File: src/sv/rhv_pkg.sv
// Shared types and constants for the ray horizon visibility march.
// Used by rhv_ctrl, rhv_dp and the top level; depends on nothing else.
package rhv_pkg;

    localparam int CNT_W     = 6;   // step counter, holds up to 63
    localparam int COEF_W    = 32;
    localparam int QUO_BITS  = 39;  // magnitude bits of a slope
    localparam int HADJ_W    = 49;  // signed height after drop, plus eye
    localparam int SLOPE_W   = 40;
    localparam int EYE_W     = 17;
    localparam int START_W   = 24;
    localparam int SKIP_W    = 24;
    localparam int SPACE_W   = 20;
    localparam int SEARCH_W  = 16;
    localparam int ELEV_W    = 21;
    localparam int INDEX_W   = 16;
    localparam int DROP_W    = 47;
    localparam int DROP_FRAC = 48;
    localparam int CFG_IDX_W = 3;
    localparam int CFG_DAT_W = 32;

    localparam logic [CFG_IDX_W-1:0] REG_EYE     = 3'd0;
    localparam logic [CFG_IDX_W-1:0] REG_START   = 3'd1;
    localparam logic [CFG_IDX_W-1:0] REG_SKIP    = 3'd2;
    localparam logic [CFG_IDX_W-1:0] REG_SPACING = 3'd3;
    localparam logic [CFG_IDX_W-1:0] REG_COEF    = 3'd4;
    localparam logic [CFG_IDX_W-1:0] REG_SEARCH  = 3'd5;

    typedef enum logic [1:0] {
        PH_SEARCH,
        PH_MARCH,
        PH_ABANDON
    } phase_t;

    typedef enum logic [3:0] {
        ST_IDLE,
        ST_SQ,
        ST_SC_LD,
        ST_SC,
        ST_D1_LD,
        ST_D1,
        ST_D2_LD,
        ST_D2,
        ST_FIN
    } state_t;

    typedef enum logic [3:0] {
        CMD_NOP,
        CMD_ACCEPT,
        CMD_MUL_STEP,
        CMD_SCALE_LD,
        CMD_DIV_LD_SLOPE,
        CMD_DIV_STEP,
        CMD_DIV_LD_OBS,
        CMD_FINISH
    } cmd_t;

    typedef struct packed {
        logic march;     // accepted request starts or continues a march
        logic out_busy;  // output register holds a result not yet taken
    } dp_status_t;

endpackage

File: src/sv/rhv_ctrl.sv
// Sequencer for the ray horizon march: steps the shared multiplier and divider.
// Depends on rhv_pkg; drives rhv_dp by command.
module rhv_ctrl
    import rhv_pkg::*;
#(
    parameter int DIST_BITS = 32
)
(
    input  logic       clk,
    input  logic       rst_n,
    input  logic       in_valid,
    output logic       in_ready,
    input  dp_status_t status,
    output cmd_t       cmd
);

    localparam logic [CNT_W-1:0] SQ_LAST  = CNT_W'(DIST_BITS - 1);
    localparam logic [CNT_W-1:0] SC_LAST  = CNT_W'(COEF_W - 1);
    localparam logic [CNT_W-1:0] DIV_LAST = CNT_W'(QUO_BITS - 1);

    state_t            state_reg, state_next;
    logic [CNT_W-1:0]  cnt_reg, cnt_next;

    always_ff @(posedge clk or negedge rst_n)
    begin
        if (!rst_n)
        begin
            state_reg <= ST_IDLE;
            cnt_reg   <= '0;
        end
        else
        begin
            state_reg <= state_next;
            cnt_reg   <= cnt_next;
        end
    end

    always_comb
    begin
        state_next = state_reg;
        cnt_next   = cnt_reg;
        cmd        = CMD_NOP;
        in_ready   = 1'b0;
        unique case (state_reg)
            ST_IDLE:
            begin
                in_ready = 1'b1;
                if (in_valid)
                begin
                    cmd = CMD_ACCEPT;
                    if (status.march)
                    begin
                        state_next = ST_SQ;
                        cnt_next   = SQ_LAST;
                    end
                end
            end
            ST_SQ:
            begin
                cmd      = CMD_MUL_STEP;
                cnt_next = cnt_reg - 1'b1;
                if (cnt_reg == '0)
                    state_next = ST_SC_LD;
            end
            ST_SC_LD:
            begin
                cmd        = CMD_SCALE_LD;
                state_next = ST_SC;
                cnt_next   = SC_LAST;
            end
            ST_SC:
            begin
                cmd      = CMD_MUL_STEP;
                cnt_next = cnt_reg - 1'b1;
                if (cnt_reg == '0)
                    state_next = ST_D1_LD;
            end
            ST_D1_LD:
            begin
                cmd        = CMD_DIV_LD_SLOPE;
                state_next = ST_D1;
                cnt_next   = DIV_LAST;
            end
            ST_D1:
            begin
                cmd      = CMD_DIV_STEP;
                cnt_next = cnt_reg - 1'b1;
                if (cnt_reg == '0)
                    state_next = ST_D2_LD;
            end
            ST_D2_LD:
            begin
                cmd        = CMD_DIV_LD_OBS;
                state_next = ST_D2;
                cnt_next   = DIV_LAST;
            end
            ST_D2:
            begin
                cmd      = CMD_DIV_STEP;
                cnt_next = cnt_reg - 1'b1;
                if (cnt_reg == '0)
                    state_next = ST_FIN;
            end
            ST_FIN:
            begin
                // hold until the output register is free
                if (!status.out_busy)
                begin
                    cmd        = CMD_FINISH;
                    state_next = ST_IDLE;
                end
            end
            default:
            begin
                state_next = ST_IDLE;
            end
        endcase
    end

endmodule

File: src/sv/rhv_dp.sv
// Datapath of the ray horizon march: settings, ray state, shift-add multiplier,
// restoring divider and output register. Depends on rhv_pkg; driven by rhv_ctrl.
module rhv_dp
    import rhv_pkg::*;
#(
    parameter int SLOPE_FRAC_BITS = 24,
    parameter int DIST_BITS       = 32
)
(
    input  logic                     clk,
    input  logic                     rst_n,
    input  logic                     cfg_we,
    input  logic [CFG_IDX_W-1:0]     cfg_index,
    input  logic [CFG_DAT_W-1:0]     cfg_data,
    input  logic                     ray_start,
    input  logic                     water_flag,
    input  logic                     no_data,
    input  logic signed [ELEV_W-1:0] elevation_cm,
    input  cmd_t                     cmd,
    output dp_status_t               status,
    output logic                     out_valid,
    input  logic                     out_ready,
    output logic                     visible,
    output logic [INDEX_W-1:0]       sample_index
);

    localparam int PW = 2 * DIST_BITS + COEF_W;             // product width
    localparam int MW = (DIST_BITS > COEF_W) ? DIST_BITS : COEF_W;
    localparam int RW = DIST_BITS + 1;                       // partial remainder
    localparam int CW = DIST_BITS + QUO_BITS + 1;            // overflow compare
    localparam int NW = HADJ_W + SLOPE_FRAC_BITS;            // scaled dividend
    localparam int INT_SH = QUO_BITS - SLOPE_FRAC_BITS;
    localparam logic [DIST_BITS-1:0] DIST_MAX = '1;
    localparam logic signed [SLOPE_W-1:0] SLOPE_MAX = {1'b0, {(SLOPE_W-1){1'b1}}};
    localparam logic signed [SLOPE_W-1:0] SLOPE_MIN = {1'b1, {(SLOPE_W-1){1'b0}}};

    // settings
    logic [EYE_W-1:0]    eye_reg;
    logic [START_W-1:0]  start_reg;
    logic [SKIP_W-1:0]   skip_reg;
    logic [SPACE_W-1:0]  spacing_reg;
    logic [COEF_W-1:0]   coef_reg;
    logic [SEARCH_W-1:0] search_reg;

    // ray state
    phase_t                    phase_reg;
    logic [SEARCH_W-1:0]       water_reg;
    logic [DIST_BITS-1:0]      dist_reg;
    logic signed [SLOPE_W-1:0] max_reg;
    logic [INDEX_W-1:0]        index_reg;

    // per-request work registers
    logic signed [ELEV_W-1:0] h_reg;
    logic [DIST_BITS-1:0]     d_reg;
    logic [PW-1:0]            acc_reg;
    logic [PW-1:0]            mcand_reg;
    logic [MW-1:0]            mplier_reg;
    logic [RW-1:0]            rem_reg;
    logic [QUO_BITS-1:0]      nlow_reg;
    logic [QUO_BITS-1:0]      q_reg;
    logic                     neg_reg;
    logic                     sat_reg;
    logic                     out_valid_reg;
    logic                     vis_reg;
    logic [INDEX_W-1:0]       out_index_reg;

    // search decisions on the incoming request
    phase_t              ph_eff;
    logic [SEARCH_W-1:0] wc_eff;
    logic [SEARCH_W-1:0] wc_inc;
    logic                march;
    logic [DIST_BITS-1:0] d_eff;

    always_comb
    begin
        ph_eff = ray_start ? PH_SEARCH : phase_reg;
        wc_eff = ray_start ? '0 : water_reg;
        wc_inc = (wc_eff == '1) ? wc_eff : wc_eff + 1'b1;
        march  = (ph_eff == PH_MARCH) || ((ph_eff == PH_SEARCH) && !water_flag);
        d_eff  = (ph_eff == PH_SEARCH) ? DIST_BITS'(start_reg) : dist_reg;
    end

    assign status.march    = march;
    assign status.out_busy = out_valid_reg && !out_ready;

    // drop and adjusted height
    logic [PW-1:0]             prod_hi;
    logic [DROP_W-1:0]         drop;
    logic signed [HADJ_W-1:0]  hadj;
    logic signed [HADJ_W-1:0]  num;
    logic [HADJ_W-1:0]         mag;
    logic [NW-1:0]             n_full;
    logic [DIST_BITS-1:0]      dd;
    logic                      ovf;

    always_comb
    begin
        prod_hi = acc_reg >> DROP_FRAC;
        if (prod_hi > (PW'(1) << (DROP_W - 1)))
            drop = DROP_W'(1) << (DROP_W - 1);
        else
            drop = prod_hi[DROP_W-1:0];
        hadj = HADJ_W'(h_reg) - $signed(HADJ_W'(drop));
        num  = (cmd == CMD_DIV_LD_OBS) ? hadj + $signed(HADJ_W'(eye_reg)) : hadj;
        mag  = num[HADJ_W-1] ? HADJ_W'(-num) : HADJ_W'(num);
        n_full = NW'(mag) << SLOPE_FRAC_BITS;
        dd   = (d_reg == '0) ? DIST_BITS'(1) : d_reg;
        ovf  = CW'(mag) >= (CW'(dd) << INT_SH);
    end

    // divider step and finished slope
    logic [RW-1:0]             trial;
    logic                      fits;
    logic signed [SLOPE_W-1:0] div_slope;
    logic                      in_skip;
    logic [DIST_BITS:0]        dist_sum;

    always_comb
    begin
        trial = {rem_reg[DIST_BITS-1:0], nlow_reg[QUO_BITS-1]};
        fits  = trial >= RW'(dd);
        if (sat_reg)
            div_slope = neg_reg ? SLOPE_MIN : SLOPE_MAX;
        else if (neg_reg)
            div_slope = -($signed({1'b0, q_reg}) + SLOPE_W'(rem_reg != '0));
        else
            div_slope = $signed({1'b0, q_reg});
        in_skip  = (d_reg < DIST_BITS'(start_reg))
                || ((d_reg - DIST_BITS'(start_reg)) < DIST_BITS'(skip_reg));
        dist_sum = {1'b0, d_reg} + (DIST_BITS+1)'(spacing_reg);
    end

    always_ff @(posedge clk or negedge rst_n)
    begin
        if (!rst_n)
        begin
            eye_reg     <= EYE_W'(170);
            start_reg   <= START_W'(10000);
            skip_reg    <= '0;
            spacing_reg <= SPACE_W'(3000);
            coef_reg    <= COEF_W'(189000);
            search_reg  <= SEARCH_W'(2334);
        end
        else if (cfg_we)
        begin
            unique case (cfg_index)
                REG_EYE:     eye_reg     <= cfg_data[EYE_W-1:0];
                REG_START:   start_reg   <= cfg_data[START_W-1:0];
                REG_SKIP:    skip_reg    <= cfg_data[SKIP_W-1:0];
                REG_SPACING: spacing_reg <= cfg_data[SPACE_W-1:0];
                REG_COEF:    coef_reg    <= cfg_data[COEF_W-1:0];
                REG_SEARCH:  search_reg  <= cfg_data[SEARCH_W-1:0];
                default: ;
            endcase
        end
    end

    always_ff @(posedge clk or negedge rst_n)
    begin
        if (!rst_n)
        begin
            phase_reg     <= PH_SEARCH;
            water_reg     <= '0;
            dist_reg      <= '0;
            max_reg       <= '0;
            index_reg     <= '0;
            out_valid_reg <= 1'b0;
        end
        else
        begin
            // a ray start always lands in the search branch
            if (cmd == CMD_ACCEPT && ph_eff == PH_SEARCH)
            begin
                if (water_flag)
                begin
                    water_reg <= wc_inc;
                    // abandon the ray once the search limit is reached
                    phase_reg <= (wc_inc >= search_reg) ? PH_ABANDON : PH_SEARCH;
                end
                else
                begin
                    water_reg <= wc_eff;
                    phase_reg <= PH_MARCH;
                    max_reg   <= '0;
                    index_reg <= '0;
                end
            end
            if (cmd == CMD_DIV_LD_OBS && !in_skip && div_slope > max_reg)
                max_reg <= div_slope;
            if (cmd == CMD_FINISH)
            begin
                out_valid_reg <= 1'b1;
                dist_reg      <= dist_sum[DIST_BITS] ? DIST_MAX : dist_sum[DIST_BITS-1:0];
                if (index_reg != '1)
                    index_reg <= index_reg + 1'b1;
            end
            else if (out_valid_reg && out_ready)
                out_valid_reg <= 1'b0;
        end
    end

    always_ff @(posedge clk)
    begin
        unique case (cmd)
            CMD_ACCEPT:
            begin
                h_reg      <= no_data ? '0 : elevation_cm;
                d_reg      <= d_eff;
                acc_reg    <= '0;
                mcand_reg  <= PW'(d_eff);
                mplier_reg <= MW'(d_eff);
            end
            CMD_MUL_STEP:
            begin
                if (mplier_reg[0])
                    acc_reg <= acc_reg + mcand_reg;
                mcand_reg  <= mcand_reg << 1;
                mplier_reg <= mplier_reg >> 1;
            end
            CMD_SCALE_LD:
            begin
                acc_reg    <= '0;
                mcand_reg  <= acc_reg;
                mplier_reg <= MW'(coef_reg);
            end
            CMD_DIV_LD_SLOPE, CMD_DIV_LD_OBS:
            begin
                neg_reg  <= num[HADJ_W-1];
                sat_reg  <= ovf;
                rem_reg  <= RW'(n_full >> QUO_BITS);
                nlow_reg <= n_full[QUO_BITS-1:0];
                q_reg    <= '0;
            end
            CMD_DIV_STEP:
            begin
                rem_reg  <= fits ? trial - RW'(dd) : trial;
                q_reg    <= {q_reg[QUO_BITS-2:0], fits};
                nlow_reg <= nlow_reg << 1;
            end
            CMD_FINISH:
            begin
                vis_reg       <= div_slope >= max_reg;
                out_index_reg <= index_reg;
            end
            default: ;
        endcase
    end

    assign out_valid    = out_valid_reg;
    assign visible      = vis_reg;
    assign sample_index = out_index_reg;

endmodule

File: src/sv/ray_horizon_visibility_march.sv
// Top level of the ray horizon visibility march: stream ports and config port.
// Depends on rhv_pkg, rhv_ctrl and rhv_dp.
//
// Takes elevation samples along one ray and returns one visibility result per
// marched sample; water samples during the coast search and samples of an
// abandoned ray give no result and end with their accept. A marched sample is
// accepted, then one shift-add multiplier squares the distance one bit per cycle
// and scales it by the 32-bit drop coefficient, then one restoring divider forms
// the terrain slope and the observer slope at one quotient bit per cycle, 39 bits
// each, with a load step before the scaling and before each division, and a
// finish step that waits for a free output register. One sample is worked on at
// a time; a finished result waits in the output register while the next
// sample is taken. Settings may be written only while the block is idle.
module ray_horizon_visibility_march
    import rhv_pkg::*;
#(
    parameter int SLOPE_FRAC_BITS = 24,
    parameter int DIST_BITS       = 32
)
(
    input  logic                 clk,
    input  logic                 rst_n,
    input  logic                 s_tvalid,
    output logic                 s_tready,
    input  logic [23:0]          s_tdata,   // [20:0] elevation_cm
    input  logic [2:0]           s_tuser,   // [0] ray_start, [1] water_flag, [2] no_data
    output logic                 m_tvalid,
    input  logic                 m_tready,
    output logic [23:0]          m_tdata,   // [0] visible, [16:1] sample_index
    input  logic                 cfg_we,
    input  logic [CFG_IDX_W-1:0] cfg_index,
    input  logic [CFG_DAT_W-1:0] cfg_data
);

    cmd_t               cmd;
    dp_status_t         status;
    logic               visible;
    logic [INDEX_W-1:0] sample_index;

    rhv_ctrl #(
        .DIST_BITS (DIST_BITS)
    ) u_ctrl (
        .clk      (clk),
        .rst_n    (rst_n),
        .in_valid (s_tvalid),
        .in_ready (s_tready),
        .status   (status),
        .cmd      (cmd)
    );

    rhv_dp #(
        .SLOPE_FRAC_BITS (SLOPE_FRAC_BITS),
        .DIST_BITS       (DIST_BITS)
    ) u_dp (
        .clk          (clk),
        .rst_n        (rst_n),
        .cfg_we       (cfg_we),
        .cfg_index    (cfg_index),
        .cfg_data     (cfg_data),
        .ray_start    (s_tuser[0]),
        .water_flag   (s_tuser[1]),
        .no_data      (s_tuser[2]),
        .elevation_cm ($signed(s_tdata[ELEV_W-1:0])),
        .cmd          (cmd),
        .status       (status),
        .out_valid    (m_tvalid),
        .out_ready    (m_tready),
        .visible      (visible),
        .sample_index (sample_index)
    );

    assign m_tdata = {7'd0, sample_index, visible};

endmodule

File: config.mk
export PLATFORM = sky130hd
export DESIGN_NAME = ray_horizon_visibility_march
export DESIGN_NICKNAME = d
export VERILOG_FILES = /design/src/sv/rhv_pkg.sv /design/src/sv/rhv_ctrl.sv /design/src/sv/rhv_dp.sv /design/src/sv/ray_horizon_visibility_march.sv
export SDC_FILE = /design/constraint.sdc
export NUM_CORES = 2
export LEC_CHECK = 0
export ABC_AREA = 1
export BUFFER_PORTS_ARGS = -buffer_cell sky130_fd_sc_hd__buf_2
export CORE_MARGIN = 2
export CORE_UTILIZATION = 49
export CTS_CLUSTER_SIZE = 12
export DETAILED_ROUTE_END_ITERATION = 10
export PLACE_DENSITY_LB_ADDON = 0.1
export SLEW_MARGIN = 10
export SYNTH_ARGS = -nofsm -noshare
export SYNTH_HDL_FRONTEND = slang
export SYNTH_HIERARCHICAL = 1
export SYNTH_SLANG_ARGS = --single-unit
export TNS_END_PERCENT = 30
File: constraint.sdc
create_clock -name clk -period 9.55 [get_ports clk]
set_clock_uncertainty 0.2 [all_clocks]
set_input_delay 0 -clock clk [delete_from_list [all_inputs] [get_ports clk]]
set_output_delay 0 -clock clk [all_outputs]
set_load 0.01 [all_outputs]
==> summary.md <==
| Metric | Value |
|---|---|
| Hold Vio Cnt, Final | `0` |
| Outcome | `finished, final reports clean` |
| Lkg Pwr | `25.8 nW` |
| Finished Cell Area | `0.0565 sq mm` |
| Final core utilization | `0.547` |
| Ys async rst share | `0.395` |
| Cells after synthesis | `7,077` |
| Detailed placer's ending HPWL | `between 100,000 and 150,000 um` |
| Number of flops mapped to enable cells by yosys | `around 380` |
| CP required | `9.74 ns` |
| Slew @ Worst Pin | `1.12 ns` |
| Sum Neg Setup Slack | `0 ns` |
| Antenna-violating nets left | `0` |
| DRC viols | `0` |
| Root Driver | `clkbuf_16` |
| Synth top area share | `0.226` |
| Final wirelength | `roughly 160,000 um` |
| Placed instance area | `0.0526 sq mm` |
| CP dominant cell by count | `nand2_1` |
| Total number of vias | `47,790` |
| Routability Congestion | `0.971` |
| CP endpoint kind | `register` |
| Total grt overflow | `0` |
| TritonCTS buffer count | `77` |
| CTS tree | `done` |
| CP peak stage delay | `0.46 ns` |
| Final period demand of the worst path | `~8.4 ns` |
| Clock Tree Buf Depth | `3` |
| Largest net degree at the start of global routing | `128` |
| Clk sinks | `633` |
| Die Y | `326 um` |
| H-tree depth | `3` |
| CTS clk-pin slew, worst paths | `0.06 ns` |
| Die area | `between 0.1 and 0.15 sq mm` |
| DR iter-0 viols | `4,295` |
| Synthesis-stage register bit count | `633` |
| Worst-Skew Late Latency | `0.67 ns` |
| YS warnings | `6` |
| Crit share post-route | `0.877` |
| Final net count | `7,709` |
| Die width | `326 um` |
| I/O pin count | `93` |
| Synth top cells by count | `nand2_1 (1,748), inv_1 (1,070), nor2_1 (631)` |
| Final setup viols | `0` |
| Layout area overhead | `11.0%` |
| First-pass GRT wire length | `251,000 um` |
| Hold WC Path Type | `in -> reg` |
| Unrepaired setup endpoints after global routing | `no` |
| Post-synthesis sequential area ratio | `0.350` |
| Via count of the first global-routing pass | `45,192` |
| Final Max Tran Viols | `0` |
| Cell taking the most area after synthesis | `edfxtp_1` |
| Largest cells by area after synthesis | `edfxtp_1 (23%), nand2_1 (13%), dfrtp_1 (11%)` |
| CP Max Fanout | `34` |
| Total track usage | `0.297` |
| Arr. time, crit path | `8.57 ns` |
| Std-Cell Rows | `118` |
| Startpoint types | `register` |
| Max-slew headroom | `0.252` |
| CP max-delay cell | `edfxtp_1` |
| Cell with the most instances after synthesis | `nand2_1` |
| Max Cap Viol | `0` |
| WL per Instance | `18.5 um` |
| Synth Cell Area | `0.0509 sq mm` |
| Peak supply drop | `0.132 mV` |
| Via density | `about 5.5` |
| TritonRoute pass-1 iters | `6` |
| Tot Pwr | `0.00733 W` |
| WHS | `0.0613 ns` |
| Achievable Freq | `119 MHz` |
| Initial antenna violation count | `6` |
| Count of different cell masters after synthesis | `73` |
| Layout cell share with drive strength beyond 1 | `0.0689` |
| Core Box Area | `roughly 0.10 sq mm` |
| Synth Flop Type | `edfxtp_1` |
| Power per Cell Area | `~130 mW/mm^2` |
| Average size of a mapped cell | `7.19 sq um` |
| PortBufs | `a little over 80` |
| Initial Util | `0.493` |
| Crit Path Category | `reg -> reg` |
path summary, 6_finish.rpt:
path	start	endpoint	slack, ns	cells past startpoint
worst min-delay path	cfg_data[17]	u_dp/skip_reg[17]	0.06	4
worst min register to register	u_dp/index_reg[3]	u_dp/sample_index[3]	0.28	0
worst max-delay path	u_dp/acc_reg[54]	u_dp/sat_reg	1.17	44
worst max register to register	u_dp/acc_reg[54]	u_dp/sat_reg	1.17	44
min in group asynchronous	rst_n	u_dp/search_reg[3]	0.28	3
max in group asynchronous	rst_n	u_dp/eye_reg[15]	7.89	4
per-layer routing:
metal  GRT usage  share of wire  vias up
met1       0.409           0.45    22361
li1            -              -    23869
met4      0.0986          0.034        0
met2       0.486           0.46     1323
met5           0              0        -
met3      0.0341          0.055      237
cell families after synthesis:
family / Yosys count / share of synthesized area
compound gates: 1443 / 0.160
xor+xnor: 135 / 0.0240
fa+ha+maj: 401 / 0.0995
buf+inv: 1262 / 0.0955
flops: 633 / 0.350
mux: 8 / 0.00177
other cells: 2 / 0.000148
simple gates: 3193 / 0.270
placed cells by master, fill, tap and decap left out, types with 29 or more instances in the layout:
cell type	n
inv_1	1068
a21oi_1	546
a22o_1	40
xor2_1	92
o21bai_1	31
edfxtp_1	383
o21ai_0	517
clkbuf_16	77
a31oi_1	77
ha_1	395
buf_4	34
nand3_1	387
nor2_2	43
nand2_1	1745
o21a_1	46
nor4_1	33
dfrtp_1	221
a22oi_1	38
dfstp_2	29
buf_2	81
nand4_1	132
nor3_1	57
xnor2_1	38
dlygate4sd3_1	128
nand2_2	69
nor2_1	625
worst max-delay path, delay by kind of cell (launching register included):
family                   cells  cell delay (ns)
adder cells (fa/ha/maj)      3             0.87
AND/OR/NAND/NOR             28             3.87
XOR/XNOR                     2             0.61
AO/OA/AOI/OAI                7             1.11
flip-flops                   1             0.46
buffers and inverters        4             0.96
stage by stage:
step / setup slack (ns) / std cells
after global placement: 1.20 / 8413
after detailed placement: 1.12 / 8413
after global routing: 0.253 / 8684
after CTS: 1.11 / 8684
final: 1.17 / 8685
after floorplan: 2.76 / 7083
report_power, final:
part | switching [W] | internal [W] | total, W
combinational | 0.000755 | 0.000463 | 0.00122
sequential | 0.0000890 | 0.00308 | 0.00317
clock | 0.00127 | 0.00167 | 0.00294
total | 0.00211 | 0.00521 | 0.00733
area by class of cell:
cell class	count	area [sq um]
fillers	10185	46700
multi-input cells	5188	28300
flip-flops and latches	633	17800
inverters	1095	4110
clock buffers	102	2130
repair buffers	246	2000
well taps	1380	1730
clock inverters	40	387
diodes	1	2.50
timing repair:
item	CTS	global route
buffers inserted	0	0
hold buffers	129	0
resized for setup	0	0
hold endpoints to repair	325	0
(Power assumes the default switching activity.)
